[src/hdl/gffra_pkg.sv]
// ----------------------------------------------------------------------------
// Grid first-fit rectangle allocator package
// Atlas and block geometry, derived widths and request codes shared by the
// allocator.
// ----------------------------------------------------------------------------
package gffra_pkg;

    // Atlas geometry in pixels and the block size that divides it.
    localparam int ATLAS_WIDTH  = 1024;
    localparam int ATLAS_HEIGHT = 1024;
    localparam int CELL_WIDTH   = 32;
    localparam int CELL_HEIGHT  = 32;

    // Shift amounts that turn a rounded pixel size into whole blocks.
    localparam int CELL_W_SHIFT = $clog2(CELL_WIDTH);
    localparam int CELL_H_SHIFT = $clog2(CELL_HEIGHT);

    // Block grid.
    localparam int GRID_COLS = ATLAS_WIDTH / CELL_WIDTH;
    localparam int GRID_ROWS = ATLAS_HEIGHT / CELL_HEIGHT;

    // Index widths and count widths (a count can hold the full size).
    localparam int COL_IDX_W = $clog2(GRID_COLS);
    localparam int ROW_IDX_W = $clog2(GRID_ROWS);
    localparam int COL_CNT_W = $clog2(GRID_COLS + 1);
    localparam int ROW_CNT_W = $clog2(GRID_ROWS + 1);

    // Stream field widths.
    localparam int SIZE_W      = 11;
    localparam int COORD_W     = 10;
    localparam int BLK_SUM_W   = SIZE_W + 1;
    localparam int IN_TDATA_W  = ((2 * SIZE_W + 7) / 8) * 8;
    localparam int OUT_TDATA_W = ((2 * COORD_W + 7) / 8) * 8;

    // Request kinds carried on the input tuser.
    localparam logic REQ_ALLOC = 1'b0;
    localparam logic REQ_CLEAR = 1'b1;

endpackage

[src/hdl/grid_first_fit_rect_allocator.sv]
// ----------------------------------------------------------------------------
// Grid first-fit rectangle allocator
// Keeps a block occupancy map of a texture atlas and places rectangles at the
// first free block position in column-major order.
// ----------------------------------------------------------------------------
// Usage:
// The slave stream takes one request at a time. tuser selects allocate or
// clear; tdata carries the rectangle's pixel width and height. The master
// stream returns one response per request: tuser is the found flag and tdata
// the pixel origin (zero when nothing was placed).
// An allocate request scans one block column per cycle, checking all block
// rows of that column in parallel against a per-row run counter, then marks
// one column of the placed rectangle per cycle. Clear requests and refused
// sizes skip the scan and go straight to the response; a clear empties the
// whole map in the cycle it is accepted. The single occupancy column read port
// sets the scan pace. tready is high only while no request is in progress.
// Reset empties the map and drops any pending response. If the receiver
// stalls, the response holds in the output register; the next request is
// still taken and processed, but its response waits with tready low until
// the output register has been emptied.
// ----------------------------------------------------------------------------
module grid_first_fit_rect_allocator
(
    input  logic                                   clk,
    input  logic                                   rst_n,
    // Request stream
    input  logic                                   s_tvalid,
    output logic                                   s_tready,
    // [10:0] req_width, [21:11] req_height, rest zero
    input  logic [gffra_pkg::IN_TDATA_W-1:0]       s_tdata,
    // [0] req_type
    input  logic                                   s_tuser,
    // Response stream
    output logic                                   m_tvalid,
    input  logic                                   m_tready,
    // [9:0] place_x, [19:10] place_y, rest zero
    output logic [gffra_pkg::OUT_TDATA_W-1:0]      m_tdata,
    // [0] found
    output logic                                   m_tuser
);

    typedef enum logic [1:0]
    {
        ST_IDLE,
        ST_SCAN,
        ST_MARK,
        ST_RESP
    } state_t;

    typedef logic [gffra_pkg::GRID_ROWS-1:0] column_t;
    typedef logic [gffra_pkg::COL_CNT_W-1:0] run_t;

    // Registers
    state_t                              state_reg,    state_next;
    column_t                             occ_reg       [gffra_pkg::GRID_COLS];
    column_t                             occ_next      [gffra_pkg::GRID_COLS];
    run_t                                run_reg       [gffra_pkg::GRID_ROWS];
    run_t                                run_next      [gffra_pkg::GRID_ROWS];
    logic [gffra_pkg::COL_IDX_W-1:0]     col_ptr_reg,  col_ptr_next;
    logic [gffra_pkg::COL_IDX_W-1:0]     base_col_reg, base_col_next;
    logic [gffra_pkg::ROW_IDX_W-1:0]     row_reg,      row_next;
    logic [gffra_pkg::COL_CNT_W-1:0]     bw_reg,       bw_next;
    logic [gffra_pkg::COL_CNT_W-1:0]     cnt_reg,      cnt_next;
    logic [gffra_pkg::ROW_CNT_W-1:0]     row_lim_reg,  row_lim_next;
    column_t                             vmask_reg,    vmask_next;
    logic                                found_reg,    found_next;
    logic                                m_tvalid_reg, m_tvalid_next;
    logic                                m_tuser_reg,  m_tuser_next;
    logic [gffra_pkg::OUT_TDATA_W-1:0]   m_tdata_reg,  m_tdata_next;

    // Request decode
    logic [gffra_pkg::SIZE_W-1:0]        req_w;
    logic [gffra_pkg::SIZE_W-1:0]        req_h;
    logic [gffra_pkg::BLK_SUM_W-1:0]     bw_full;
    logic [gffra_pkg::BLK_SUM_W-1:0]     bh_full;
    logic [gffra_pkg::GRID_ROWS:0]       one_shift;
    logic                                req_bad;

    // Scan datapath
    column_t                             col_sel;
    column_t                             fit_v;
    logic [gffra_pkg::GRID_ROWS-1:0]     hit;
    run_t                                new_run       [gffra_pkg::GRID_ROWS];
    logic [gffra_pkg::ROW_IDX_W-1:0]     hit_row;
    logic [gffra_pkg::COL_CNT_W-1:0]     start_col;
    logic [31:0]                         px_full;
    logic [31:0]                         py_full;
    logic [gffra_pkg::COORD_W-1:0]       px;
    logic [gffra_pkg::COORD_W-1:0]       py;

    assign s_tready = (state_reg == ST_IDLE);
    assign m_tvalid = m_tvalid_reg;
    assign m_tdata  = m_tdata_reg;
    assign m_tuser  = m_tuser_reg;

    // Round the pixel size up to whole blocks and check it against the grid.
    always_comb
    begin
        req_w     = s_tdata[gffra_pkg::SIZE_W-1:0];
        req_h     = s_tdata[2*gffra_pkg::SIZE_W-1:gffra_pkg::SIZE_W];
        bw_full   = (gffra_pkg::BLK_SUM_W'(req_w) +
                     gffra_pkg::BLK_SUM_W'(gffra_pkg::CELL_WIDTH - 1)) >>
                    gffra_pkg::CELL_W_SHIFT;
        bh_full   = (gffra_pkg::BLK_SUM_W'(req_h) +
                     gffra_pkg::BLK_SUM_W'(gffra_pkg::CELL_HEIGHT - 1)) >>
                    gffra_pkg::CELL_H_SHIFT;
        one_shift = (gffra_pkg::GRID_ROWS+1)'(1) << bh_full[gffra_pkg::ROW_CNT_W-1:0];
        req_bad   = (req_w == '0) || (req_h == '0) ||
                    (bw_full > gffra_pkg::BLK_SUM_W'(gffra_pkg::GRID_COLS)) ||
                    (bh_full > gffra_pkg::BLK_SUM_W'(gffra_pkg::GRID_ROWS));
    end

    // Row-parallel fit check of the current column and per-row run update.
    always_comb
    begin
        col_sel = occ_reg[col_ptr_reg];
        for (int r = 0; r < gffra_pkg::GRID_ROWS; r++)
        begin
            fit_v[r]   = ((col_sel & (vmask_reg << r)) == '0) &&
                         (gffra_pkg::ROW_CNT_W'(r) <= row_lim_reg);
            new_run[r] = fit_v[r] ? run_reg[r] + run_t'(1) : '0;
            hit[r]     = (new_run[r] >= bw_reg);
        end
    end

    // Lowest row that completes a fitting window in this column.
    always_comb
    begin
        hit_row = '0;
        for (int r = gffra_pkg::GRID_ROWS - 1; r >= 0; r--)
        begin
            if (hit[r])
            begin
                hit_row = gffra_pkg::ROW_IDX_W'(r);
            end
        end
        start_col = gffra_pkg::COL_CNT_W'(col_ptr_reg) + gffra_pkg::COL_CNT_W'(1) - bw_reg;
    end

    // Pixel origin of the placement, cut to the output width.
    always_comb
    begin
        px_full = 32'(base_col_reg) * 32'(gffra_pkg::CELL_WIDTH);
        py_full = 32'(row_reg) * 32'(gffra_pkg::CELL_HEIGHT);
        px      = found_reg ? px_full[gffra_pkg::COORD_W-1:0] : '0;
        py      = found_reg ? py_full[gffra_pkg::COORD_W-1:0] : '0;
    end

    // Sequencer next-state logic.
    always_comb
    begin
        state_next    = state_reg;
        occ_next      = occ_reg;
        run_next      = run_reg;
        col_ptr_next  = col_ptr_reg;
        base_col_next = base_col_reg;
        row_next      = row_reg;
        bw_next       = bw_reg;
        cnt_next      = cnt_reg;
        row_lim_next  = row_lim_reg;
        vmask_next    = vmask_reg;
        found_next    = found_reg;
        m_tvalid_next = m_tvalid_reg && !m_tready;
        m_tuser_next  = m_tuser_reg;
        m_tdata_next  = m_tdata_reg;

        case (state_reg)
            ST_IDLE:
            begin
                if (s_tvalid)
                begin
                    found_next    = 1'b0;
                    base_col_next = '0;
                    row_next      = '0;
                    if (s_tuser == gffra_pkg::REQ_CLEAR)
                    begin
                        for (int c = 0; c < gffra_pkg::GRID_COLS; c++)
                        begin
                            occ_next[c] = '0;
                        end
                        state_next = ST_RESP;
                    end
                    else if (req_bad)
                    begin
                        state_next = ST_RESP;
                    end
                    else
                    begin
                        bw_next      = bw_full[gffra_pkg::COL_CNT_W-1:0];
                        vmask_next   = column_t'(one_shift - (gffra_pkg::GRID_ROWS+1)'(1));
                        row_lim_next = gffra_pkg::ROW_CNT_W'(gffra_pkg::GRID_ROWS) -
                                       bh_full[gffra_pkg::ROW_CNT_W-1:0];
                        col_ptr_next = '0;
                        for (int r = 0; r < gffra_pkg::GRID_ROWS; r++)
                        begin
                            run_next[r] = '0;
                        end
                        state_next = ST_SCAN;
                    end
                end
            end

            ST_SCAN:
            begin
                run_next = new_run;
                if (hit != '0)
                begin
                    base_col_next = start_col[gffra_pkg::COL_IDX_W-1:0];
                    col_ptr_next  = start_col[gffra_pkg::COL_IDX_W-1:0];
                    row_next      = hit_row;
                    cnt_next      = bw_reg;
                    found_next    = 1'b1;
                    state_next    = ST_MARK;
                end
                else if (col_ptr_reg == gffra_pkg::COL_IDX_W'(gffra_pkg::GRID_COLS - 1))
                begin
                    found_next = 1'b0;
                    row_next   = '0;
                    state_next = ST_RESP;
                end
                else
                begin
                    col_ptr_next = col_ptr_reg + gffra_pkg::COL_IDX_W'(1);
                end
            end

            ST_MARK:
            begin
                // Mark one column of the placed rectangle per cycle.
                occ_next[col_ptr_reg] = col_sel | (vmask_reg << row_reg);
                cnt_next              = cnt_reg - gffra_pkg::COL_CNT_W'(1);
                if (cnt_reg == gffra_pkg::COL_CNT_W'(1))
                begin
                    state_next = ST_RESP;
                end
                else
                begin
                    col_ptr_next = col_ptr_reg + gffra_pkg::COL_IDX_W'(1);
                end
            end

            ST_RESP:
            begin
                // Load the output register once the previous response is gone.
                if (!m_tvalid_reg || m_tready)
                begin
                    m_tvalid_next = 1'b1;
                    m_tuser_next  = found_reg;
                    m_tdata_next  = gffra_pkg::OUT_TDATA_W'({py, px});
                    state_next    = ST_IDLE;
                end
            end

            default:
            begin
                state_next = ST_IDLE;
            end
        endcase
    end

    // State, occupancy map and registered outputs.
    always_ff @(posedge clk or negedge rst_n)
    begin
        if (!rst_n)
        begin
            state_reg    <= ST_IDLE;
            m_tvalid_reg <= 1'b0;
            m_tuser_reg  <= 1'b0;
            m_tdata_reg  <= '0;
            for (int c = 0; c < gffra_pkg::GRID_COLS; c++)
            begin
                occ_reg[c] <= '0;
            end
            for (int r = 0; r < gffra_pkg::GRID_ROWS; r++)
            begin
                run_reg[r] <= '0;
            end
            col_ptr_reg  <= '0;
            base_col_reg <= '0;
            row_reg      <= '0;
            bw_reg       <= '0;
            cnt_reg      <= '0;
            row_lim_reg  <= '0;
            vmask_reg    <= '0;
            found_reg    <= 1'b0;
        end
        else
        begin
            state_reg    <= state_next;
            m_tvalid_reg <= m_tvalid_next;
            m_tuser_reg  <= m_tuser_next;
            m_tdata_reg  <= m_tdata_next;
            occ_reg      <= occ_next;
            run_reg      <= run_next;
            col_ptr_reg  <= col_ptr_next;
            base_col_reg <= base_col_next;
            row_reg      <= row_next;
            bw_reg       <= bw_next;
            cnt_reg      <= cnt_next;
            row_lim_reg  <= row_lim_next;
            vmask_reg    <= vmask_next;
            found_reg    <= found_next;
        end
    end

endmodule

[config.mk]
export PLATFORM = sky130hd
export DESIGN_NAME = grid_first_fit_rect_allocator
export DESIGN_NICKNAME = d
export VERILOG_FILES = /design/src/hdl/gffra_pkg.sv /design/src/hdl/grid_first_fit_rect_allocator.sv
export SDC_FILE = /design/constraint.sdc
export NUM_CORES = 2
export LEC_CHECK = 0
export ABC_CLOCK_PERIOD_IN_PS = 12600
export BUFFER_PORTS_ARGS = -buffer_cell sky130_fd_sc_hd__buf_2
export CORE_MARGIN = 5
export CORE_UTILIZATION = 45
export DETAILED_ROUTE_END_ITERATION = 7
export GPL_TIMING_DRIVEN = 1
export SLEW_MARGIN = 20
export SYNTH_ARGS = -nofsm -noshare
export SYNTH_HDL_FRONTEND = slang
export SYNTH_SLANG_ARGS = --single-unit
[constraint.sdc]
create_clock -name clk -period 12.6 [get_ports clk]
set_clock_uncertainty 0.15 [all_clocks]
set_input_delay 0.63 -clock clk [delete_from_list [all_inputs] [get_ports clk]]
set_output_delay 0.63 -clock clk [all_outputs]
set_load 0.05 [all_outputs]
==> impl_metrics.tcl <==
set metrics [dict create \
    ff2ff_setup_slack_ps 2750 \
    max_stage_delay_ps 1050 \
    synth_top_area_frac 0.450 \
    place.port_buffers 39 \
    synthSimpleGateAreaFrac 0.113 \
    grt_overflow 0 \
    ys_top_cells_by_area "dfrtp_1 45%, a22o_1 12%, mux2i_1 7.7%, ha_1 4.3%, nand2_1 3.1%" \
    wl_per_cell_um 30.5 \
    switchingPower_mw 8.76 \
    r2r_cells 18 \
    cts_setup_buffers 0 \
    design.die.area_um2 168000 \
    rsz0062_at_grt "false" \
    slew_headroom 0.189 \
    cts_buffer_depth 3 \
    syn_inst 6952 \
    worstSkewPairLatency_ps 820 \
    multi_input_area_um2 36800 \
    fp.dieH_um 410 \
    die_x_um 410 \
    ys_ff_latch 1296 \
    ys.flop_type "dfrtp_1" \
    clkPwrFrac 0.254 \
    met3WireLength_mm 30.1 \
    synth.distinct_cells 99 \
    wl_mm 272 \
    fill_cells 14200 \
    async_flop_share 1.00 \
    clockRootBuffer "clkbuf_16" \
    num_vias 61900 \
    largest_register_ffs 1024 \
    swShare 0.491 \
    synth-warning-count 0 \
    crit_required_ps 13110 \
    hold_end "bw_reg[5]$_DFFE_PN0P_" \
    crit_path_end_kind "flop" \
    syn2layout_area_growth_pct 10.3 \
    synth_adder_area_share 0.0435 \
    timing.hold.ws_ps 87.1 \
    critPathBufInv 1 \
    highest_layer "met5" \
    m1WireLength_mm 113 \
    vdd_drop_max_mv 0.245 \
    power_density_nw_per_um2 224 \
    start_util 0.454 \
    yosys.area.top_type "dfrtp_1" \
    dpl_cell_area_um2 74300 \
    synth_edf_count 0 \
    viasPerCell 6.94 \
    setup_viol 0 \
    cp_max_fo 24 \
    syn_area_per_cell_um2 10.4 \
    seqCellArea_um2 32400 \
    r2r_end "col_ptr_reg[1]$_DFFE_PN0P_" \
    r2r_start "col_ptr_reg[0]$_DFFE_PN0P_" \
    violations "design-rule violations" \
    drive_above_1_share 0.113 \
    grt_start_max_net_pins 162 \
    p_leak_nw 34.0 \
    grt_usage 0.313 \
    final-max-slew-violation-count 0 \
    first_iter_violations 8242 \
    grt_antenna_before_repair 5 \
    placementRows 146 \
    yosysMostFrequentCell "dfrtp_1" \
    dp_hpwl_mm 159 \
    ys_seq_area_frac 0.450 \
    critPathSlowestCell "a2111oi_1" \
    comb_power_share 0.480 \
    routabilityCongestion 0.914 \
    status "finished, violations left" \
    period_share 0.782 \
    synth_area_um2 72100 \
    ctsHtreeMaxLevel 4 \
    nets 7005 \
    clock_sinks 1296 \
    design_area_um2 79500 \
    worst-setup-path-type "reg2reg" \
    antenna_left 0 \
    cts_resized 0 \
    final-hold-violation-count 0 \
    max_clock_freq_mhz 101 \
    period_minus_slack_ps 9850 \
    arrival_ps 10360 \
    startpoint_type "flop" \
    worstHoldStart "s_tdata[10]" \
    pwr-share-seq 0.266 \
    synth_xor_area_frac 0.0124 \
    worst_pin_slew_ps 1210 \
    grt_pass1_wl_mm 401 \
    ctsHoldBuffers 7 \
    clk_pin_slew_worst_paths_ps 50 \
    tritoncts "done" \
    hold_depth 3 \
    ys_top_cells_by_count "1296 x dfrtp_1, 971 x a22o_1, 588 x nand2_1" \
    cpLargestDelayFamily "simple AND/OR/NAND/NOR gates" \
    cap_violations 0 \
    io_pins 56 \
    grt_pass1_vias 60200 \
    wl_met2_mm 115 \
    cts_buffers 145 \
    synth-compound-area-share 0.252 \
    tns_ps 0 \
    synth_top_family_by_area "compound AO/OA/AOI/OAI gates" \
    core-area_um2 159000 \
    drc 58 \
    worstPathCellList "nand4bb_2 -> buf_4 -> o22ai_1 -> nor4_4 -> nand2_1 -> a2111oi_1 -> nand4_1 -> or3_1 -> ha_1 -> nand2b_1 -> a2111oi_0 -> o21ai_0 -> nor4_1 -> nand4_1 -> nor4_1 -> nand2_1 -> a32oi_1 -> o21ai_0" \
    hold_class "in2reg" \
    synth.area.mux_share 0.0823 \
    p_int_mw 9.07 \
    drt_first_pass_iters 8 \
]
worst reg2reg max path, cell delays in order, from the launching register on:
cell       delay [ps]
dfrtp_1           970
nand4bb_2         520
buf_4             570
o22ai_1           250
nor4_4            900
nand2_1           580
a2111oi_1        1060
nand4_1           580
or3_1             480
ha_1              270
nand2b_1          130
a2111oi_0         390
o21ai_0           230
nor4_1            250
nand4_1           280
nor4_1            850
nand2_1           690
a32oi_1           450
o21ai_0           120
worst max-delay path by stage:
| stage | startpoint | endpoint | slack, ps | cells after the start |
|---|---|---|---|---|
| 5_1_grt | col_ptr_reg[0]$_DFFE_PN0P_ | base_col_reg[0]$_DFFE_PN0P_ | 2250 | 18 |
| 2_1_floorplan | col_ptr_reg[1]$_DFFE_PN0P_ | base_col_reg[0]$_DFFE_PN0P_ | 6760 | 21 |
| 3_3_place_gp | col_ptr_reg[0]$_DFFE_PN0P_ | row_reg[1]$_DFFE_PN0P_ | 2960 | 19 |
| 3_5_place_dp | col_ptr_reg[0]$_DFFE_PN0P_ | row_reg[1]$_DFFE_PN0P_ | 3030 | 19 |
| 4_1_cts | col_ptr_reg[0]$_DFFE_PN0P_ | col_ptr_reg[1]$_DFFE_PN0P_ | 2990 | 19 |
| 6_report | col_ptr_reg[0]$_DFFE_PN0P_ | col_ptr_reg[1]$_DFFE_PN0P_ | 2750 | 18 |
stage by stage:
step,setup WS (ps),utilization,total power [mW],cells
floorplan,6760,-,9.53,6965
global placement,2960,0.468,12.9,8643
detailed placement,3030,0.468,13.0,8643
CTS,2990,0.500,17.5,8919
global route,2250,0.501,18.4,8920
finish,2750,0.501,17.8,8924
placed cells by master, fill, tap and decap left out, types with 34 or more instances in the layout:
cell type	count
dfrtp_1	1293
a22o_1	971
nand2_1	576
mux2i_1	552
o22ai_1	297
ha_1	248
o21ai_0	242
buf_4	221
a22oi_1	175
nor2_1	172
nand3_1	153
clkbuf_16	148
a21oi_1	140
a21boi_0	111
inv_1	97
nand2b_1	96
nand4_1	73
o21ai_1	63
xnor2_1	62
nor4_1	60
nor3_1	60
a31oi_1	54
and2_1	49
and3_1	48
xor2_1	40
buf_2	38
a21boi_1	37
a2111oi_0	35
o31ai_1	35
clkbuf_8	34
clkbuf_1	34
power by group through the flow:
stage	Clock, mW	Combinational, mW	Sequential, mW
floorplan	0	4.85	4.68
global placement	0	8.12	4.78
detailed placement	0	8.20	4.79
CTS	4.58	8.22	4.72
global route	4.75	8.86	4.76
finish	4.53	8.56	4.74
area by class of cell:
class | count | area share
multi-input cells | 4897 | 0.463
flip-flops and latches | 1296 | 0.408
clock buffers | 216 | 0.0541
well taps | 2072 | 0.0326
repair buffers | 279 | 0.0274
clock inverters | 53 | 0.00982
inverters | 107 | 0.00505
diodes | 4 | 0.000126
routing by layer:
| metal | global-route usage | vias up |
|---|---|---|
| li1 | - | 25900 |
| met1 | 0.435 | 31400 |
| met2 | 0.459 | 3714 |
| met3 | 0.0865 | 879 |
| met4 | 0.137 | 6 |
| met5 | 0.00345 | - |
logic make-up (layout without fill, tap and decap cells):
group	Yosys count	in the layout
adders and majority gates	250	250
AOI/OAI and AO/OA	2423	2423
muxes	577	577
other	1	18
buffers and inverters	772	655
xor gates and xnor gates	102	102
DFF	1296	1296
and+or+nand+nor	1531	1531
No activity file was read; power rests on OpenSTA's default activity.
